**src/rtl/utb_pkg.sv**
```systemverilog
// Shared types and constants for the UTF-8 to BMP code unit decoder.
package utb_pkg;

  localparam int unsigned MaxResults = 4;

  localparam logic [7:0] Lead3Mask = 8'hF0;
  localparam logic [7:0] Lead3Code = 8'hE0;
  localparam logic [7:0] Lead2Mask = 8'hE0;
  localparam logic [7:0] Lead2Code = 8'hC0;
  localparam logic [7:0] ContMask  = 8'hC0;
  localparam logic [7:0] ContCode  = 8'h80;
  localparam logic [7:0] Low4Mask  = 8'h0F;
  localparam logic [7:0] Low5Mask  = 8'h1F;
  localparam logic [7:0] Low6Mask  = 8'h3F;

  localparam logic [15:0] BomFwd = 16'hFEFF;
  localparam logic [15:0] BomRev = 16'hFFFE;

  typedef struct packed {
    logic [1:0] pending_count;
    logic [7:0] lead_byte;
    logic [7:0] second_byte;
    logic       expect_three;
  } state_t;

  typedef struct packed {
    logic [15:0] code_unit;
    logic        is_char;
    logic [1:0]  unconsumed;
  } result_t;

  typedef result_t [MaxResults-1:0] bundle_t;

endpackage

```
**src/rtl/utb_if.sv**
```systemverilog
// Request channels of the decoder: input byte channel and result channel.
interface utb_in_if;
  logic       valid;
  logic       ready;
  logic [7:0] data_byte;
  logic       end_of_buffer;

  modport source (output valid, output data_byte, output end_of_buffer, input ready);
  modport sink (input valid, input data_byte, input end_of_buffer, output ready);
endinterface

interface utb_out_if;
  logic        valid;
  logic        ready;
  logic [15:0] code_unit;
  logic        is_char;
  logic        last;
  logic [1:0]  unconsumed;

  modport source (output valid, output code_unit, output is_char, output last,
                  output unconsumed, input ready);
  modport sink (input valid, input code_unit, input is_char, input last,
                input unconsumed, output ready);
endinterface

```
**src/rtl/utb_decode.sv**
```systemverilog
// Decode step: one byte against the held sequence state, giving up to four results.
module utb_decode (
  input  utb_pkg::state_t  st,
  input  logic [7:0]       data_byte,
  input  logic             end_of_buffer,
  output utb_pkg::state_t  st_next,
  output utb_pkg::bundle_t res,
  output logic [2:0]       res_count
);

  logic        cont;
  logic        lead3;
  logic        lead2;
  logic        restart;
  logic [15:0] unit2;
  logic [15:0] unit3;
  logic [2:0]  n;

  assign cont  = (data_byte & utb_pkg::ContMask) == utb_pkg::ContCode;
  assign lead3 = (data_byte & utb_pkg::Lead3Mask) == utb_pkg::Lead3Code;
  assign lead2 = (data_byte & utb_pkg::Lead2Mask) == utb_pkg::Lead2Code;

  assign unit2 = {5'd0, st.lead_byte[4:0], data_byte[5:0]};
  assign unit3 = {st.lead_byte[3:0], st.second_byte[5:0], data_byte[5:0]};

  always_comb begin
    st_next = st;
    res     = '0;
    n       = '0;
    restart = 1'b0;

    if (st.pending_count == 2'd1 && st.expect_three) begin
      if (cont) begin
        st_next.second_byte   = data_byte;
        st_next.pending_count = 2'd2;
      end else begin
        res[n[1:0]] = '{code_unit: {8'd0, st.lead_byte}, is_char: 1'b1, unconsumed: 2'd0};
        n = n + 3'd1;
        st_next.pending_count = 2'd0;
        restart = 1'b1;
      end
    end else if (st.pending_count == 2'd1) begin
      st_next.pending_count = 2'd0;
      if (cont) begin
        res[n[1:0]] = '{code_unit: unit2, is_char: 1'b1, unconsumed: 2'd0};
        n = n + 3'd1;
      end else begin
        res[n[1:0]] = '{code_unit: {8'd0, st.lead_byte}, is_char: 1'b1, unconsumed: 2'd0};
        n = n + 3'd1;
        restart = 1'b1;
      end
    end else if (st.pending_count == 2'd2) begin
      st_next.pending_count = 2'd0;
      if (cont) begin
        // drop byte-order marks
        if (unit3 != utb_pkg::BomFwd && unit3 != utb_pkg::BomRev) begin
          res[n[1:0]] = '{code_unit: unit3, is_char: 1'b1, unconsumed: 2'd0};
          n = n + 3'd1;
        end
      end else begin
        res[n[1:0]] = '{code_unit: {8'd0, st.lead_byte}, is_char: 1'b1, unconsumed: 2'd0};
        n = n + 3'd1;
        res[n[1:0]] = '{code_unit: {8'd0, st.second_byte}, is_char: 1'b1, unconsumed: 2'd0};
        n = n + 3'd1;
        restart = 1'b1;
      end
    end else begin
      st_next.pending_count = 2'd0;
      restart = 1'b1;
    end

    if (restart) begin
      if (lead3) begin
        st_next.pending_count = 2'd1;
        st_next.lead_byte     = data_byte;
        st_next.expect_three  = 1'b1;
      end else if (lead2) begin
        st_next.pending_count = 2'd1;
        st_next.lead_byte     = data_byte;
        st_next.expect_three  = 1'b0;
      end else begin
        res[n[1:0]] = '{code_unit: {8'd0, data_byte}, is_char: 1'b1, unconsumed: 2'd0};
        n = n + 3'd1;
      end
    end

    if (end_of_buffer) begin
      res[n[1:0]] = '{code_unit: 16'd0, is_char: 1'b0, unconsumed: st_next.pending_count};
      n = n + 3'd1;
      st_next = '0;
    end

    res_count = n;
  end

endmodule

```
**src/rtl/utf8_to_bmp_decoder.sv**
```systemverilog
// Top level of the streaming UTF-8 to 16-bit BMP code unit decoder.
//
// rx takes one source byte per request with an end_of_buffer flag; tx gives
// result requests: decoded code units, raw bytes of broken sequences, and an
// end marker (is_char 0) that reports the bytes of a truncated sequence.
// last marks the final result caused by one input byte.
//
// A byte is decoded in the cycle it is taken; its results are registered and
// appear on tx in the next cycle. An input byte that yields one result or none
// is taken every cycle while tx does not stall. A byte that yields up to four
// results holds the result register until they have all left, and the next
// byte is taken in the cycle its last result leaves, so throughput is set by
// the one-result-per-cycle output port, which tx stalls can hold.
//
// Reset clears the held sequence and empties the result register. When tx
// stalls, the current result holds and rx keeps ready low until the last
// result of the byte in the result register leaves.
module utf8_to_bmp_decoder (
  input  logic          clk,
  input  logic          rst,
  utb_in_if.sink        rx,
  utb_out_if.source     tx
);

  utb_pkg::state_t  st;
  utb_pkg::state_t  st_next;
  utb_pkg::bundle_t dec_res;
  logic [2:0]       dec_count;

  utb_pkg::bundle_t res;
  logic [2:0]       cnt;
  logic [1:0]       idx;
  logic             busy;

  logic accept;
  logic pop;
  logic final_pop;
  logic at_last;

  utb_decode u_decode (
    .st            (st),
    .data_byte     (rx.data_byte),
    .end_of_buffer (rx.end_of_buffer),
    .st_next       (st_next),
    .res           (dec_res),
    .res_count     (dec_count)
  );

  assign at_last   = {1'b0, idx} == (cnt - 3'd1);
  assign pop       = busy && tx.ready;
  assign final_pop = pop && at_last;
  assign rx.ready  = !busy || final_pop;
  assign accept    = rx.valid && rx.ready;

  always_ff @(posedge clk) begin
    if (rst) begin
      st   <= '0;
      busy <= 1'b0;
      idx  <= '0;
      cnt  <= '0;
    end else begin
      if (accept) begin
        st <= st_next;
      end
      if (accept && dec_count != 3'd0) begin
        busy <= 1'b1;
        idx  <= '0;
        cnt  <= dec_count;
      end else if (final_pop) begin
        busy <= 1'b0;
      end else if (pop) begin
        idx <= idx + 2'd1;
      end
    end
  end

  always_ff @(posedge clk) begin
    if (accept && dec_count != 3'd0) begin
      res <= dec_res;
    end
  end

  assign tx.valid      = busy;
  assign tx.code_unit  = res[idx].code_unit;
  assign tx.is_char    = res[idx].is_char;
  assign tx.unconsumed = res[idx].unconsumed;
  assign tx.last       = at_last;

  a_idx_in_range: assert property (@(posedge clk) disable iff (rst)
    busy |-> ({1'b0, idx} < cnt))
    else $error("result index beyond loaded count");

  a_stall_holds: assert property (@(posedge clk) disable iff (rst)
    (busy && !tx.ready) |=> (busy && $stable(idx)))
    else $error("result moved while receiver stalled");

  a_marker_last: assert property (@(posedge clk) disable iff (rst)
    (busy && !res[idx].is_char) |-> at_last)
    else $error("end marker is not the final result");

  a_eob_clears: assert property (@(posedge clk) disable iff (rst)
    (accept && rx.end_of_buffer) |=> (st.pending_count == 2'd0))
    else $error("sequence state kept past end of buffer");

  a_pending_legal: assert property (@(posedge clk) disable iff (rst)
    st.pending_count != 2'd3)
    else $error("impossible pending count");

endmodule

```
**src/flat_wrapper.sv**
```systemverilog
// flat-port wrapper written by rule: the top's interface ports become plain ports
module utf8_to_bmp_decoder_flat 
  (clk, rst, rx_valid, rx_data_byte, rx_end_of_buffer, rx_ready, tx_valid, tx_code_unit, tx_is_char, tx_last, tx_unconsumed, tx_ready);
  utb_in_if rx_i ();
  utb_out_if tx_i ();
  input  logic clk;
  input  logic rst;
  input wire logic [$bits(rx_i.valid)-1:0] rx_valid;
  input wire logic [$bits(rx_i.data_byte)-1:0] rx_data_byte;
  input wire logic [$bits(rx_i.end_of_buffer)-1:0] rx_end_of_buffer;
  output wire logic [$bits(rx_i.ready)-1:0] rx_ready;
  output wire logic [$bits(tx_i.valid)-1:0] tx_valid;
  output wire logic [$bits(tx_i.code_unit)-1:0] tx_code_unit;
  output wire logic [$bits(tx_i.is_char)-1:0] tx_is_char;
  output wire logic [$bits(tx_i.last)-1:0] tx_last;
  output wire logic [$bits(tx_i.unconsumed)-1:0] tx_unconsumed;
  input wire logic [$bits(tx_i.ready)-1:0] tx_ready;
  assign rx_i.valid = rx_valid;
  assign rx_i.data_byte = rx_data_byte;
  assign rx_i.end_of_buffer = rx_end_of_buffer;
  assign rx_ready = rx_i.ready;
  assign tx_valid = tx_i.valid;
  assign tx_code_unit = tx_i.code_unit;
  assign tx_is_char = tx_i.is_char;
  assign tx_last = tx_i.last;
  assign tx_unconsumed = tx_i.unconsumed;
  assign tx_i.ready = tx_ready;
  utf8_to_bmp_decoder u_core (.clk(clk), .rst(rst), .rx(rx_i), .tx(tx_i));
endmodule
```
**config.mk**
```make
export PLATFORM = sky130hd
export DESIGN_NAME = utf8_to_bmp_decoder_flat
export DESIGN_NICKNAME = d
export VERILOG_FILES = /design/src/rtl/utb_pkg.sv /design/src/rtl/utb_if.sv /design/src/rtl/utb_decode.sv /design/src/rtl/utf8_to_bmp_decoder.sv /design/src/flat_wrapper.sv
export SDC_FILE = /design/constraint.sdc
export NUM_CORES = 1
export LEC_CHECK = 0
export BUFFER_PORTS_ARGS = -buffer_cell sky130_fd_sc_hd__clkbuf_2
export CAP_MARGIN = 20
export CORE_MARGIN = 8
export CORE_UTILIZATION = 30
export CTS_BUF_LIST = sky130_fd_sc_hd__clkbuf_2 sky130_fd_sc_hd__clkbuf_4 sky130_fd_sc_hd__clkbuf_8
export CTS_CLUSTER_DIAMETER = 30
export DETAILED_ROUTE_END_ITERATION = 10
export PLACE_DENSITY_LB_ADDON = 0.25
export REMOVE_ABC_BUFFERS = 1
export SYNTH_ARGS = -nofsm -noshare
export SYNTH_HDL_FRONTEND = slang
export SYNTH_SLANG_ARGS = --single-unit
```
**constraint.sdc**
```tcl
create_clock -name clk -period 5.8 [get_ports clk]
set_input_delay 0.58 -clock clk [delete_from_list [all_inputs] [get_ports clk]]
set_output_delay 0.58 -clock clk [all_outputs]
set_load 0.05 [all_outputs]
```
==> flow_metrics.tcl <==
set metrics [dict create \
    rsz0062_at_grt "no" \
    whs_path_depth 2 \
    cts.repair.resized 0 \
    setup_slack_ns 1.387 \
    tightest_slew_ns 0.7841 \
    place_hpwl_um 7181 \
    viasPerCell 5.032 \
    path_class "reg2reg" \
    worst_r2r_endpoint "u_core.res[6]" \
    cts_buffers 9 \
    ys_seq_area_frac 0.5032 \
    async_flop_share 0 \
    final_cell_mix "edfxtp_1, nor2_1, nand2_1" \
    netlist_instances 392 \
    holdPathEnd "u_core.st[14]" \
    synth_top_area_cell "edfxtp_1" \
    arrival_ns 4.45 \
    synth_simple_gate_area_frac 0.2076 \
    slew_headroom 0.4765 \
    layout.nets 441 \
    synth-compound-area-share 0.1292 \
    row_count 42 \
    yosys.cell_types.count 58 \
    drive_gt1_frac 0.1801 \
    postCtsHoldBufs 0 \
    ys_top_cells_by_area "edfxtp_1, dfxtp_1, mux4_2" \
    power.total_mw 1.188 \
    yosysWarnings 0 \
    drt-wirelength-per-cell_um 16.01 \
    io_pins 35 \
    io_buffers 34 \
    synthAdderAreaFrac 0.03359 \
    hp-class "reg2reg" \
    overflow 0 \
    vias 3009 \
    grt_first_pass_wirelength_um 15680 \
    final_antenna_net_count 0 \
    dr.pass1.iters 5 \
    setup_tns_ns 0 \
    cts.sinks 77 \
    ir_worst_vdd_uv 83.75 \
    final.min_clock_period_ns 4.413 \
    remaining_drc_errors 0 \
    final_area_sq_mm 0.004577 \
    fp.dieW_um 132.9 \
    grt_pass1_vias 2915 \
    p_leak_nw 1.623 \
    post-place-cells 581 \
    dieArea_sq_mm 0.01765 \
    fin_crit_sh 0.7609 \
    max_freq_mhz 226.6 \
    start_kind "register" \
    min_from "u_core.st[14]" \
    endpoint_kind "register" \
    cp_max_fo 28 \
    initial_utilization 0.3082 \
    die_y_um 132.9 \
    reg2regPathDepth 14 \
    h-tree-depth 3 \
    syn_avg_cell_area_sq_um 10.45 \
    drt-initial-drc-count 289 \
    final.setup_skew_ns 0.009513 \
    finalNonFillerCells 598 \
    gp_congestion 0.8670 \
    hold_viol_final 0 \
    cts_tree "yes" \
    core_sq_mm 0.01330 \
    final_common_cell "edfxtp_1" \
    reg2reg_from "u_core.st[17]" \
    ys_ff_latch 77 \
    globalRouteTotalUtil 0.1122 \
    clk_pin_slew_worst_paths_ns 0.08 \
    antenna_found_initial 0 \
    synth-main-ff-cell "edfxtp_1" \
    synth_top_family_by_area "simple AND/OR/NAND/NOR gates" \
    yosysTopAreaCellShare 0.3811 \
    antenna_cells 0 \
    required_ns 5.84 \
    clk_latency_ns 0.36 \
    postPlaceCellArea_sq_mm 0.004388 \
    cts.root.buffer_cell "clkbuf_8" \
    rrSetupSlack_ns 1.39 \
    hold_slack_ns 0.4789 \
    power_density_mw_per_mm2 259.5 \
    finalWirelength_um 9575 \
    dp_slack_ns 1.344 \
    synthMuxAreaShare 0.06626 \
    netlist_area_sq_mm 0.004098 \
    fin_util 0.3443 \
    synthXorXnorAreaFrac 0.02076 \
    drv_slew 0 \
    setup_viol 0 \
    clockBufferDepth 2 \
    area_growth_pct 11.69 \
    synth_edf_count 52 \
    maxCapViolCount 0 \
    grt_max_degree 29 \
    outcome "finished clean" \
    postCtsSetupRepairBufs 0 \
]
Yosys cell counts (4+ instances only):
cell / instances
buf_2: 8
nor3_1: 8
a22oi_1: 10
a21oi_1: 31
xor2_1: 4
nor2_1: 47
dfxtp_1: 25
clkbuf_1: 9
ha_1: 11
nand3_1: 16
inv_1: 11
edfxtp_1: 52
and2_1: 32
nor2b_1: 4
nand2_1: 39
o21ai_0: 7
nand4_1: 4
o21a_1: 4
mux4_2: 11
nand2b_1: 6
sequential cells by signal, summed over array words and instances (netlist names):
| register | count |
|---|---|
| u_core.tx.valid | 1 |
| u_core.idx | 2 |
| u_core.cnt | 3 |
| u_core.st | 19 |
| u_core.res | 52 |
worst max path at each step:
| stage | end | start |
|---|---|---|
| after global placement | u_core.res[15] | rx_data_byte[7] |
| final | u_core.res[6] | u_core.st[17] |
| after detailed placement | u_core.res[18] | rx_data_byte[7] |
| after floorplan | u_core.res[0] | rx_data_byte[7] |
| after CTS | u_core.res[16] | u_core.st[17] |
| after global routing | u_core.res[17] | u_core.st[17] |
metal layers:
layer | GRT usage | share of wire | up-vias
li1 | - | - | 1461
met1 | 0.1455 | 0.47 | 1450
met2 | 0.1726 | 0.47 | 81
met3 | 0.02763 | 0.044 | 17
met4 | 0.05047 | 0.021 | 0
met5 | 0 | 0 | -
area by class of cell:
| class | instances | area [sq um] |
|---|---|---|
| clock buffer | 10 | 131.4 |
| multi-input combinational | 280 | 1876 |
| clock inverter | 6 | 30.03 |
| inverter | 12 | 45.04 |
| tap | 176 | 220.2 |
| timing repair buffer | 37 | 212.7 |
| fill | 1342 | 8718 |
| sequential | 77 | 2062 |
cell families after synthesis:
| logic type | after synthesis |
|---|---|
| adder cells (fa/ha/maj) | 11 |
| XOR/XNOR | 8 |
| flip-flops | 77 |
| AND/OR/NAND/NOR | 171 |
| buffers and inverters | 35 |
| AO/OA/AOI/OAI | 77 |
| multiplexers | 13 |
report_power, final:
part           total, mW  leakage (nW)  internal (mW)  switching (mW)
registers          0.636         0.710          0.623          0.0122
logic              0.210         0.827         0.0600           0.150
clock network      0.342        0.0860          0.155           0.187
worst max-delay path, stage by stage (launching register included):
cell and delay, ns:
dfxtp_1 0.51, nor2b_1 0.51, a22oi_2 0.19, a31oi_4 0.25, ha_1 0.27, inv_1 0.07, a22o_1 0.22, ha_1 0.22
inv_1 0.05, ha_1 0.28, nand2_1 0.07, nor2_1 0.07, mux2i_2 0.31, and2_2 0.62, buf_4 0.42
No activity file was read; power rests on OpenSTA's default activity.
